File: src/design/bsks_pkg.sv
// bsks_pkg: sizes, command and status codes and the record type of the
// bounded stack with key search. no dependencies; used by the interfaces
// and by the core.
`timescale 1ns / 1ps

package bsks_pkg;

    localparam int STACK_DEPTH = 16;
    localparam int DATA_W      = 32;
    localparam int CMD_W       = 3;
    localparam int STATUS_W    = 3;
    localparam int CNT_W       = $clog2(STACK_DEPTH + 1);
    localparam int ADDR_W      = (STACK_DEPTH > 1) ? $clog2(STACK_DEPTH) : 1;

    // command codes
    localparam logic [CMD_W-1:0] CMD_PUSH   = 3'd0;
    localparam logic [CMD_W-1:0] CMD_POP    = 3'd1;
    localparam logic [CMD_W-1:0] CMD_CLEAR  = 3'd2;
    localparam logic [CMD_W-1:0] CMD_SEARCH = 3'd3;
    localparam logic [CMD_W-1:0] CMD_LIST   = 3'd4;

    // status codes
    localparam logic [STATUS_W-1:0] ST_DONE     = 3'd0;
    localparam logic [STATUS_W-1:0] ST_FULL     = 3'd1;
    localparam logic [STATUS_W-1:0] ST_EMPTY    = 3'd2;
    localparam logic [STATUS_W-1:0] ST_MATCH    = 3'd3;
    localparam logic [STATUS_W-1:0] ST_NOTFOUND = 3'd4;
    localparam logic [STATUS_W-1:0] ST_LISTED   = 3'd5;

    typedef struct packed {
        logic signed [DATA_W-1:0] id;
        logic signed [DATA_W-1:0] price;
        logic signed [DATA_W-1:0] stock;
    } rec_t;

endpackage

File: src/design/bsks_ifs.sv
// bsks_req_if and bsks_rsp_if: valid/ready channels of the stack core,
// command beats in and result beats out. depends on bsks_pkg.
`timescale 1ns / 1ps

interface bsks_req_if;
    logic                                   valid;
    logic                                   ready;
    logic        [bsks_pkg::CMD_W-1:0]      cmd;
    logic signed [bsks_pkg::DATA_W-1:0]     item_id;
    logic signed [bsks_pkg::DATA_W-1:0]     price;
    logic signed [bsks_pkg::DATA_W-1:0]     stock;

    modport source (output valid, output cmd, output item_id, output price,
                    output stock, input ready);
    modport sink   (input valid, input cmd, input item_id, input price,
                    input stock, output ready);
endinterface

interface bsks_rsp_if;
    logic                                   valid;
    logic                                   ready;
    logic        [bsks_pkg::STATUS_W-1:0]   status;
    logic signed [bsks_pkg::DATA_W-1:0]     rec_id;
    logic signed [bsks_pkg::DATA_W-1:0]     rec_price;
    logic signed [bsks_pkg::DATA_W-1:0]     rec_stock;
    logic                                   last;

    modport source (output valid, output status, output rec_id, output rec_price,
                    output rec_stock, output last, input ready);
    modport sink   (input valid, input status, input rec_id, input rec_price,
                    input rec_stock, input last, output ready);
endinterface

File: src/design/bounded_stack_with_key_search_core.sv
// bounded_stack_with_key_search_core: record stack with push, pop, clear,
// list and search by id. depends on bsks_pkg and the interfaces in bsks_ifs.sv.
//
//   channel  dir  beat
//   req      in   cmd, item_id, price, stock
//   rsp      out  status, rec_id, rec_price, rec_stock, last
//
// push and clear answer directly; pop goes through one registered memory read.
// search and list walk the stack through one read port and one id compare,
// one entry a cycle while the result channel does not stall the walk.
// a new command is taken only in idle with the result register free or draining.
// reset empties the stack; the record memory itself is not cleared.
// a stalled rsp holds the walk in place whenever a beat is due; no beat is dropped.
`timescale 1ns / 1ps

module bounded_stack_with_key_search_core
(
    input  logic          clk,
    input  logic          rst_n,
    bsks_req_if.sink      req,
    bsks_rsp_if.source    rsp
);

    localparam logic [1:0] S_IDLE = 2'd0;
    localparam logic [1:0] S_POP  = 2'd1;
    localparam logic [1:0] S_WALK = 2'd2;
    localparam logic [1:0] S_FIN  = 2'd3;

    localparam int CNT_W  = bsks_pkg::CNT_W;
    localparam int ADDR_W = bsks_pkg::ADDR_W;
    localparam int DATA_W = bsks_pkg::DATA_W;

    bsks_pkg::rec_t mem [bsks_pkg::STACK_DEPTH];

    logic [1:0]          state_reg, state_next;
    logic [CNT_W-1:0]    fill_count_reg, fill_count_next;
    logic [ADDR_W-1:0]   ptr_reg, ptr_next;
    logic                is_list_reg, is_list_next;
    logic [DATA_W-1:0]   key_reg, key_next;
    logic                pend_valid_reg, pend_valid_next;
    bsks_pkg::rec_t      pend_reg, pend_next;
    bsks_pkg::rec_t      rd_data_reg;

    logic                        out_valid_reg, out_valid_next;
    logic [bsks_pkg::STATUS_W-1:0] status_reg, status_next;
    bsks_pkg::rec_t              out_rec_reg, out_rec_next;
    logic                        last_reg, last_next;

    logic                out_free;
    logic                accept;
    logic                load;
    logic                wr_en;
    logic                rd_en;
    logic [ADDR_W-1:0]   rd_addr;
    logic [CNT_W-1:0]    fill_m1;
    logic [ADDR_W-1:0]   ptr_m1;
    logic                id_match;
    logic                need_emit;
    logic                advance;
    bsks_pkg::rec_t      wr_rec;

    assign out_free  = !out_valid_reg || rsp.ready;
    assign req.ready = (state_reg == S_IDLE) && out_free;
    assign accept    = req.valid && req.ready;
    assign fill_m1   = fill_count_reg - CNT_W'(1);
    assign ptr_m1    = ptr_reg - ADDR_W'(1);
    assign rd_addr   = (state_reg == S_IDLE) ? fill_m1[ADDR_W-1:0] : ptr_m1;
    assign id_match  = (rd_data_reg.id == key_reg);
    assign need_emit = id_match && pend_valid_reg;

    assign wr_rec.id    = req.item_id;
    assign wr_rec.price = req.price;
    assign wr_rec.stock = req.stock;

    always_comb
    begin
        state_next      = state_reg;
        fill_count_next = fill_count_reg;
        ptr_next        = ptr_reg;
        is_list_next    = is_list_reg;
        key_next        = key_reg;
        pend_valid_next = pend_valid_reg;
        pend_next       = pend_reg;
        wr_en           = 1'b0;
        rd_en           = 1'b0;
        advance         = 1'b0;
        load            = 1'b0;
        status_next     = bsks_pkg::ST_DONE;
        out_rec_next    = '0;
        last_next       = 1'b1;

        unique case (state_reg)
            S_IDLE:
            begin
                if (accept)
                begin
                    unique case (req.cmd) inside
                        bsks_pkg::CMD_PUSH:
                        begin
                            load = 1'b1;
                            if (fill_count_reg == CNT_W'(bsks_pkg::STACK_DEPTH))
                            begin
                                status_next = bsks_pkg::ST_FULL;
                            end
                            else
                            begin
                                wr_en           = 1'b1;
                                fill_count_next = fill_count_reg + CNT_W'(1);
                            end
                        end
                        bsks_pkg::CMD_POP:
                        begin
                            if (fill_count_reg == '0)
                            begin
                                load        = 1'b1;
                                status_next = bsks_pkg::ST_EMPTY;
                            end
                            else
                            begin
                                rd_en           = 1'b1;
                                fill_count_next = fill_m1;
                                state_next      = S_POP;
                            end
                        end
                        bsks_pkg::CMD_CLEAR:
                        begin
                            load            = 1'b1;
                            fill_count_next = '0;
                        end
                        bsks_pkg::CMD_SEARCH, bsks_pkg::CMD_LIST:
                        begin
                            if (fill_count_reg == '0)
                            begin
                                load        = 1'b1;
                                status_next = (req.cmd == bsks_pkg::CMD_LIST) ?
                                              bsks_pkg::ST_EMPTY : bsks_pkg::ST_NOTFOUND;
                            end
                            else
                            begin
                                rd_en           = 1'b1;
                                ptr_next        = fill_m1[ADDR_W-1:0];
                                key_next        = req.item_id;
                                is_list_next    = (req.cmd == bsks_pkg::CMD_LIST);
                                pend_valid_next = 1'b0;
                                state_next      = S_WALK;
                            end
                        end
                        default:
                        begin
                            // unused codes are swallowed without a result
                        end
                    endcase
                end
            end
            S_POP:
            begin
                if (out_free)
                begin
                    load            = 1'b1;
                    out_rec_next.id = rd_data_reg.id;
                    state_next      = S_IDLE;
                end
            end
            S_WALK:
            begin
                if (is_list_reg)
                begin
                    if (out_free)
                    begin
                        load         = 1'b1;
                        status_next  = bsks_pkg::ST_LISTED;
                        out_rec_next = rd_data_reg;
                        last_next    = (ptr_reg == '0);
                        advance      = 1'b1;
                    end
                end
                else if (!need_emit || out_free)
                begin
                    // a match is held back until the next one shows it was not the last
                    if (need_emit)
                    begin
                        load         = 1'b1;
                        status_next  = bsks_pkg::ST_MATCH;
                        out_rec_next = pend_reg;
                        last_next    = 1'b0;
                    end
                    if (id_match)
                    begin
                        pend_valid_next = 1'b1;
                        pend_next       = rd_data_reg;
                    end
                    advance = 1'b1;
                end
                if (advance)
                begin
                    if (ptr_reg == '0)
                    begin
                        state_next = is_list_reg ? S_IDLE : S_FIN;
                    end
                    else
                    begin
                        rd_en    = 1'b1;
                        ptr_next = ptr_m1;
                    end
                end
            end
            S_FIN:
            begin
                if (out_free)
                begin
                    load            = 1'b1;
                    pend_valid_next = 1'b0;
                    state_next      = S_IDLE;
                    if (pend_valid_reg)
                    begin
                        status_next  = bsks_pkg::ST_MATCH;
                        out_rec_next = pend_reg;
                    end
                    else
                    begin
                        status_next = bsks_pkg::ST_NOTFOUND;
                    end
                end
            end
            default:
            begin
                state_next = S_IDLE;
            end
        endcase

        out_valid_next = load ? 1'b1 : (out_valid_reg && !rsp.ready);
    end

    always_ff @(posedge clk or negedge rst_n)
    begin
        if (!rst_n)
        begin
            state_reg      <= S_IDLE;
            fill_count_reg <= '0;
            ptr_reg        <= '0;
            is_list_reg    <= 1'b0;
            pend_valid_reg <= 1'b0;
            out_valid_reg  <= 1'b0;
        end
        else
        begin
            state_reg      <= state_next;
            fill_count_reg <= fill_count_next;
            ptr_reg        <= ptr_next;
            is_list_reg    <= is_list_next;
            pend_valid_reg <= pend_valid_next;
            out_valid_reg  <= out_valid_next;
        end
    end

    always_ff @(posedge clk)
    begin
        key_reg  <= key_next;
        pend_reg <= pend_next;
        if (load)
        begin
            status_reg  <= status_next;
            out_rec_reg <= out_rec_next;
            last_reg    <= last_next;
        end
    end

    // record memory: one write port, one registered read port
    always_ff @(posedge clk)
    begin
        if (wr_en)
        begin
            mem[fill_count_reg[ADDR_W-1:0]] <= wr_rec;
        end
        if (rd_en)
        begin
            rd_data_reg <= mem[rd_addr];
        end
    end

    assign rsp.valid     = out_valid_reg;
    assign rsp.status    = status_reg;
    assign rsp.rec_id    = out_rec_reg.id;
    assign rsp.rec_price = out_rec_reg.price;
    assign rsp.rec_stock = out_rec_reg.stock;
    assign rsp.last      = last_reg;

    a_fill_bound: assert property (@(posedge clk) disable iff (!rst_n)
        fill_count_reg <= CNT_W'(bsks_pkg::STACK_DEPTH))
        else $error("stack fill count above depth");

    a_pend_in_search: assert property (@(posedge clk) disable iff (!rst_n)
        pend_valid_reg |-> ((state_reg == S_WALK && !is_list_reg) || state_reg == S_FIN))
        else $error("held match outside a search");

    a_push_grows: assert property (@(posedge clk) disable iff (!rst_n)
        (accept && req.cmd == bsks_pkg::CMD_PUSH &&
         fill_count_reg != CNT_W'(bsks_pkg::STACK_DEPTH))
        |=> fill_count_reg == $past(fill_count_reg) + CNT_W'(1))
        else $error("push did not grow the stack");

    a_pop_result: assert property (@(posedge clk) disable iff (!rst_n)
        (accept && req.cmd == bsks_pkg::CMD_POP && fill_count_reg != '0)
        |=> state_reg == S_POP && fill_count_reg == $past(fill_m1))
        else $error("pop did not shrink the stack");

    a_result_in_busy: assert property (@(posedge clk) disable iff (!rst_n)
        (load && state_reg == S_IDLE) |-> accept)
        else $error("result loaded in idle without a command");

endmodule

File: src/flat_wrapper.sv
// flat-port wrapper written by rule: the top's interface ports become plain ports
module bounded_stack_with_key_search_core_flat 
  (clk, rst_n, req_valid, req_cmd, req_item_id, req_price, req_stock, req_ready, rsp_valid, rsp_status, rsp_rec_id, rsp_rec_price, rsp_rec_stock, rsp_last, rsp_ready);
  bsks_req_if req_i ();
  bsks_rsp_if rsp_i ();
  input  logic clk;
  input  logic rst_n;
  input wire logic [$bits(req_i.valid)-1:0] req_valid;
  input wire logic [$bits(req_i.cmd)-1:0] req_cmd;
  input wire logic [$bits(req_i.item_id)-1:0] req_item_id;
  input wire logic [$bits(req_i.price)-1:0] req_price;
  input wire logic [$bits(req_i.stock)-1:0] req_stock;
  output wire logic [$bits(req_i.ready)-1:0] req_ready;
  output wire logic [$bits(rsp_i.valid)-1:0] rsp_valid;
  output wire logic [$bits(rsp_i.status)-1:0] rsp_status;
  output wire logic [$bits(rsp_i.rec_id)-1:0] rsp_rec_id;
  output wire logic [$bits(rsp_i.rec_price)-1:0] rsp_rec_price;
  output wire logic [$bits(rsp_i.rec_stock)-1:0] rsp_rec_stock;
  output wire logic [$bits(rsp_i.last)-1:0] rsp_last;
  input wire logic [$bits(rsp_i.ready)-1:0] rsp_ready;
  assign req_i.valid = req_valid;
  assign req_i.cmd = req_cmd;
  assign req_i.item_id = req_item_id;
  assign req_i.price = req_price;
  assign req_i.stock = req_stock;
  assign req_ready = req_i.ready;
  assign rsp_valid = rsp_i.valid;
  assign rsp_status = rsp_i.status;
  assign rsp_rec_id = rsp_i.rec_id;
  assign rsp_rec_price = rsp_i.rec_price;
  assign rsp_rec_stock = rsp_i.rec_stock;
  assign rsp_last = rsp_i.last;
  assign rsp_i.ready = rsp_ready;
  bounded_stack_with_key_search_core u_core (.clk(clk), .rst_n(rst_n), .req(req_i), .rsp(rsp_i));
endmodule
File: config.mk
export PLATFORM = sky130hd
export DESIGN_NAME = bounded_stack_with_key_search_core_flat
export DESIGN_NICKNAME = d
export VERILOG_FILES = /design/src/design/bsks_pkg.sv /design/src/design/bsks_ifs.sv /design/src/design/bounded_stack_with_key_search_core.sv /design/src/flat_wrapper.sv
export SDC_FILE = /design/constraint.sdc
export NUM_CORES = 2
export LEC_CHECK = 0
export BUFFER_PORTS_ARGS = -buffer_cell sky130_fd_sc_hd__buf_2
export CORE_MARGIN = 3
export CORE_UTILIZATION = 36
export DETAILED_ROUTE_END_ITERATION = 10
export PLACE_DENSITY_LB_ADDON = 0.08
export RECOVER_POWER = 50
export SYNTH_ARGS = -nofsm -noshare
export SYNTH_HDL_FRONTEND = slang
export SYNTH_SLANG_ARGS = --single-unit
export TNS_END_PERCENT = 10
File: constraint.sdc
create_clock -name clk -period 11.51 [get_ports clk]
set_input_delay 0 -clock clk [delete_from_list [all_inputs] [get_ports clk]]
set_output_delay 0 -clock clk [all_outputs]
set_load 0.02 [all_outputs]
* Yosys cells after proc, flatten, opt, wreduce, memory -nomap -nowiden
Memory sizes are Yosys's and may differ from the RTL's. A register that Yosys moved wholly into a read port is not among the register bits. Cells that the tools add are included.
Storage, ports and cells: register bits after elaboration 242, bits in writable memories 1536, input bits 103, logic and storage cells 149, memories kept 1
Cells by class: $add $sub $neg 3, equal/unequal tests 25, multiplexer cells 77, bitwise operators 2, reduce and logical (&&, ||, !) cells 26
Memories:
- u_core.mem | depth 16, bits a word 96, rd ports 1, clocked after memory_dff 1, wr ports 1, RTL line bounded_stack_with_key_search_core.sv:33 | bsks_pkg::rec_t mem [bsks_pkg::STACK_DEPTH];
Operators by type and width (number):
- $mux W96 | 6
- $pmux W64 S2 | 1
- $pmux W32 S3 | 1
- $mux W1 | 33
- $eq A32 B32 Y1 | 1
- $mux W32 | 1
- $mux W3 | 8
- $mux W4 | 6
- $mux W2 | 9
- $pmux W3 S3 | 2
- $pmux W5 S3 | 1
- $ne A2 B1 Y1 const B | 7
- $ne A2 B2 Y1 const B | 6
- $mux W5 | 2
- $ne A3 B3 Y1 const B | 3
- $pmux W4 S2 | 1
- $reduce_and A4 Y1 | 2
- $reduce_and A8 Y1 | 1
- $reduce_and A7 Y1 | 1
- $eq A3 B2 Y1 const B | 2
- $pmux W1 S3 | 2
- $pmux W2 S3 | 1
- $reduce_and A6 Y1 | 1
- $reduce_bool A3 Y1 | 2
- 22 further kinds | 33

* Depth between registers and ports, before layout
depth after elaboration 9, gate-level depth with buffers 10

* Least setup slack after synthesis
OpenSTA, ideal clock, no wires.
path kind register to register, start reg u_core.out_valid_reg (netlist: u_core.rsp.valid), end mem u_core.mem[0][0] (netlist name), enable pin, setup time 786 ps, data arrival time 10461 ps, required time 10724 ps, setup slack 262 ps, stages on the path, launching flop included 6, clock period less this slack 11248 ps, path through dfrtp_1 > nor2b_1 > clkbuf_1 > nor2_1 > nand3_1 > nor4_1
Between the ends: cells in the longest elaborated chain, start to end 8
RTL lines:
- start, declared | RTL line bounded_stack_with_key_search_core.sv:44 | logic out_valid_reg, out_valid_next;
- start signal, assigned | RTL line bounded_stack_with_key_search_core.sv:252 | out_valid_reg <= out_valid_next;
- $logic_not A1 Y1 | RTL line bounded_stack_with_key_search_core.sv:62 | assign out_free = !out_valid_reg || rsp.ready;
- $logic_or A1 B1 Y1 | RTL line bounded_stack_with_key_search_core.sv:62
- $logic_and A1 B1 Y1 | RTL line bounded_stack_with_key_search_core.sv:63 | assign req.ready = (state_reg == S_IDLE) && out_free;
- net req_ready | RTL line flat_wrapper.sv:13 | output wire logic [$bits(req_i.ready)-1:0] req_ready;
- $logic_and A1 B1 Y1 | RTL line bounded_stack_with_key_search_core.sv:64 | assign accept = req.valid && req.ready;
- $mux W1 | RTL line bounded_stack_with_key_search_core.sv:95 | if (accept)
- $mux W1 | RTL line bounded_stack_with_key_search_core.sv:92 | unique case (state_reg)
- $mux W1 | RTL line bounded_stack_with_key_search_core.sv:271 | if (wr_en)
- $mux W1 (not written as such) | RTL line bounded_stack_with_key_search_core.sv:273 | mem[fill_count_reg[ADDR_W-1:0]] <= wr_rec;
- end, declared | RTL line bounded_stack_with_key_search_core.sv:33
The timed path passes the listed nets, and every way through them passes these cells.

* Worst setup path after layout
start reg u_core.state_reg[0], end reg u_core.rd_data_reg[58] (netlist name)
Between the ends: cells in the longest elaborated chain, start to end 5, elaborated cells between the ends (all ways) 7, those cells by class eq/ne: 1; mux: 3; reduce/logical: 3
RTL lines:
- start, declared | RTL line bounded_stack_with_key_search_core.sv:35 | logic [1:0] state_reg, state_next;
- start signal, assigned | RTL line bounded_stack_with_key_search_core.sv:247 | state_reg <= state_next;
- $logic_not A2 Y1 | RTL line bounded_stack_with_key_search_core.sv:63, bounded_stack_with_key_search_core.sv:67, bounded_stack_with_key_search_core.sv:92
- $logic_and A1 B1 Y1 | RTL line bounded_stack_with_key_search_core.sv:63
- $logic_and A1 B1 Y1 | RTL line bounded_stack_with_key_search_core.sv:64
- $mux W1 | RTL line bounded_stack_with_key_search_core.sv:95
- $pmux W1 S2 | RTL line bounded_stack_with_key_search_core.sv:92
Several ways; a longest one is shown, not always the timed one. A chain may end at the register's enable or synchronous reset.

==> results by group <==
Route
  – Avg WL per Cell: 28.9 um
  – Initial DRC count: 2,967
  – Drt pass-1 iters: 7
  – Final WL: 184 mm
  – Vias: 33,440
  – Residual DRC count: 0
  – DR vias/cell: 5.26
  – ANT nets after route: 0

Floorplan
  – IO Pins: 205
  – DIE WIDTH: 449 um
  – Die height: 449 um
  – Die Area: 202,000 sq um
  – Core area: 195,000 sq um
  – Initial core utilization: 36.3%
  – Row count: 162

GRT
  – First-pass GRT wire length: 264 mm
  – Initial antenna violation count: 19
  – Tot GR Track Use: 18.1%
  – Congestion Overflow GR: 0
  – Vias in the first global route: 35,606
  – Pin count of the biggest net entering global routing: 139

STA
  – Clk_skew: 0.0321 ns
  – Fin crit share: 54.4%
  – RSZ-0062 raised after global routing: no
  – Max-slew headroom at the worst pin: -88.5%
  – Fin. Hold Viols: 0
  – Post-layout min period: 6.26 ns
  – Setup TNS: 0 ns
  – Worst-Margin Slew: 2.83 ns
  – Final setup fails: 0
  – F_max: 160 MHz
  – Max-slew violations: 159

Critical path
  – Crit. End Element: register
  – CP Launch Type: register
  – Flop2flop setup slack: 5.25 ns
  – Worst r2r path cells: 9
  – CP peak stage delay: 1.69 ns
  – CP Data Arrival Time: 6.79 ns
  – Critical path class: register to register
  – R2r endpoint: u_core.rd_data_reg[58]$_DFFE_PP_
  – Req. time, crit path: 12.04 ns
  – Worst-path fanout max: 101
  – Top delay family on crit path: buffers and inverters
  – Cell mode on critical path: buf_4
  – Critical path's slowest cell: nor2_1
  – Critical path buffer and inverter count: 3
  – Worst r2r src: u_core.state_reg[0]$_DFFE_PN0P_
  – CP cell instances: nor2_1 > mux2i_4 > buf_12 > buf_4 > buf_4 > mux4_2 > nor2b_1 > a211oi_1 > a21oi_1

Hold path
  – Hold EP: u_core.mem[13][56]$_DFFE_PP_
  – Hold Path Class: primary input to register
  – Hold path start: req_price[24]
  – Hold depth: 2

Power
  – Tot Pwr: 23.7 mW
  – Leak: 25.6 nW
  – Worst-case vdd ir drop: 0.332 mV
  – Power Density: 289 nW/um^2

Run status
  – Violated checks: capacitance limit, slew limit
  – Run status: complete, but fails checks

Synthesis
  – Post-Syn Area per Cell: 22.5 sq um
  – Post-Synthesis Cell Area: 70,800 sq um
  – Synth Instances: 3,151
  – Register bit total from synthesis: 1,874
  – Ys Warns: 0
  – Syn Nets: 3,260
  – Yosys cell types: 53
  – Main synth FF type: edfxtp_1
  – EDFF count, synth: 1,860
  – Ys async rst share: 0.747%
  – Sequential fraction of the synthesis area: 79.4%

Placed design
  – DP HPWL: 87.8 mm
  – Port bufs: 204
  – Routability congestion estimate: 0.755

Clocking
  – CTS buffer count: 200
  – Worst skew pair latency: 0.82 ns
  – CTS tree: yes
  – Hold Buf Count CTS: 111
  – CTS clk-pin slew, worst paths: 0.06 ns
  – H-tree lvl count: 4
  – Clock Tree Root: clkbuf_16
  – CTS resizes: 0
  – Clock sinks: 1,874
  – Postcts setup bufs: 0
  – Max clock buf depth: 3

Layout
  – Multi-input gate area: 13,900 sq um
  – Fillers: 16,949
  – Largest register FFs: 1,536
  – Seq. cell area: 56,200 sq um
  – Layout cells sized above 1: 20.0%
  – Layout area overhead: 16.1%
  – Nets: 3,671

Run
  – Max Cap Viol: 6
cells in the mapped netlist, drive strengths merged (2+ instances only):
cell / instances / area (sq um)
a211oi: 98 / 741
mux2: 2 / 22.5
a22o: 77 / 674
o211ai: 3 / 22.5
or3: 2 / 12.5
or2: 2 / 12.5
inv: 10 / 37.5
nand2: 23 / 86.3
nand3: 7 / 35.0
o22ai: 6 / 43.8
mux2i: 100 / 1000
a32oi: 19 / 166
o32ai: 2 / 17.5
mux4: 384 / 8650
dfrtp: 14 / 350
nor2b: 104 / 651
buf: 93 / 507
xor2: 33 / 289
ha: 6 / 75.1
a31oi: 5 / 31.3
xnor2: 3 / 26.3
nor4: 10 / 62.6
o21ai: 14 / 70.1
nor3: 8 / 40.0
nand4: 4 / 25.0
a21o: 3 / 22.5
a21oi: 114 / 571
clkbuf: 77 / 289
nor2: 44 / 173
nand2b: 8 / 50.1
edfxtp: 1860 / 55900
cell usage in the layout (no fill, tap or decap), types with 6 or more instances in the layout:
| cell | synthesis | routed |
|---|---|---|
| a21oi_1 | 114 | 112 |
| a22o_1 | 77 | 77 |
| nand2_1 | 23 | 23 |
| nand2b_1 | 8 | 8 |
| nor2_4 | 1 | 13 |
| inv_1 | 10 | 9 |
| mux2i_1 | 99 | 98 |
| a32oi_1 | 19 | 19 |
| buf_12 | 0 | 17 |
| nor3_1 | 8 | 8 |
| a211oi_1 | 97 | 98 |
| clkbuf_1 | 77 | 246 |
| nor2b_1 | 104 | 104 |
| clkbuf_16 | 0 | 206 |
| clkinv_1 | 0 | 54 |
| xor2_1 | 33 | 33 |
| bufinv_16 | 0 | 11 |
| clkinv_2 | 0 | 35 |
| nand3_1 | 7 | 7 |
| buf_2 | 69 | 6 |
| o21ai_0 | 14 | 14 |
| nor2_1 | 43 | 31 |
| nor4_1 | 10 | 9 |
| edfxtp_1 | 1860 | 1860 |
| dfrtp_1 | 14 | 14 |
| buf_4 | 19 | 42 |
| diode_2 | 0 | 11 |
| dlygate4sd3_1 | 0 | 111 |
| ha_1 | 6 | 6 |
| mux4_2 | 384 | 384 |
worst max-delay path by stage:
stage                                    start  cells past startpoint                                to
2_1_floorplan       u_core.rsp.valid$_DFF_PN0_                      5        u_core.mem[0][0]$_DFFE_PP_
3_3_place_gp   u_core.state_reg[0]$_DFFE_PN0P_                      9  u_core.rd_data_reg[61]$_DFFE_PP_
3_5_place_dp   u_core.state_reg[0]$_DFFE_PN0P_                      9  u_core.rd_data_reg[61]$_DFFE_PP_
4_1_cts        u_core.state_reg[0]$_DFFE_PN0P_                      9  u_core.rd_data_reg[58]$_DFFE_PP_
5_1_grt        u_core.state_reg[0]$_DFFE_PN0P_                      9  u_core.rd_data_reg[58]$_DFFE_PP_
6_report       u_core.state_reg[0]$_DFFE_PN0P_                      9  u_core.rd_data_reg[58]$_DFFE_PP_
where the power goes:
group / leakage [nW] / switching (mW) / total, mW / internal, mW
Sequential: 17.0 / 0.336 / 8.74 / 8.41
Clock: 3.02 / 2.58 / 6.08 / 3.50
Combinational: 5.56 / 4.92 / 8.92 / 4.00
per-layer routing:
metal	vias to the layer above	wire length [um]	GRT usage, %
met4	4	3860	4.44
li1	14171	-	-
met2	856	91600	30.5
met5	-	19	0
met1	18147	80000	24.9
met3	262	8140	2.77
logic make-up (layout without fill, tap and decap cells):
| group | Yosys count | in the layout | share of synthesized area, % |
|---|---|---|---|
| AOI/OAI and AO/OA | 350 | 350 | 3.47 |
| xor gates and xnor gates | 36 | 36 | 0.446 |
| adders and majority gates | 6 | 6 | 0.106 |
| buffers and inverters | 180 | 749 | 1.18 |
| DFF | 1874 | 1874 | 79.4 |
| muxes | 486 | 486 | 13.7 |
| other | 0 | 11 | 0 |
| and+or+nand+nor | 219 | 219 | 1.70 |
stage by stage:
| stage | hold slack [ns] | cells | setup WS, ns | instance area [sq um] | utilization, % |
|---|---|---|---|---|---|
| final | 0.243 | 6355 | 5.25 | 82200 | 42.1 |
| after global routing | 0.229 | 6347 | 4.61 | 82200 | 42.1 |
| after CTS | 0.0289 | 6344 | 6.17 | 82400 | 42.2 |
| after detailed placement | -0.0504 | 5873 | 6.20 | 75200 | 38.5 |
| after global placement | -0.0604 | 5873 | 6.23 | 75200 | 38.5 |
| after floorplan | -0.296 | 3151 | 0.262 | 70800 | - |
cell type report:
cell class                      instances  share of cell area (%)
Antenna cell                           11                  0.0335
Clock buffer                          249                    6.47
Clock inverter                        111                    1.02
Inverter                               10                  0.0457
Multi-Input combinational cell       1097                    16.9
Sequential cell                      1874                    68.4
Tap cell                             2624                    4.00
Timing Repair Buffer                  379                    3.11
No activity file was read; power rests on OpenSTA's default activity.
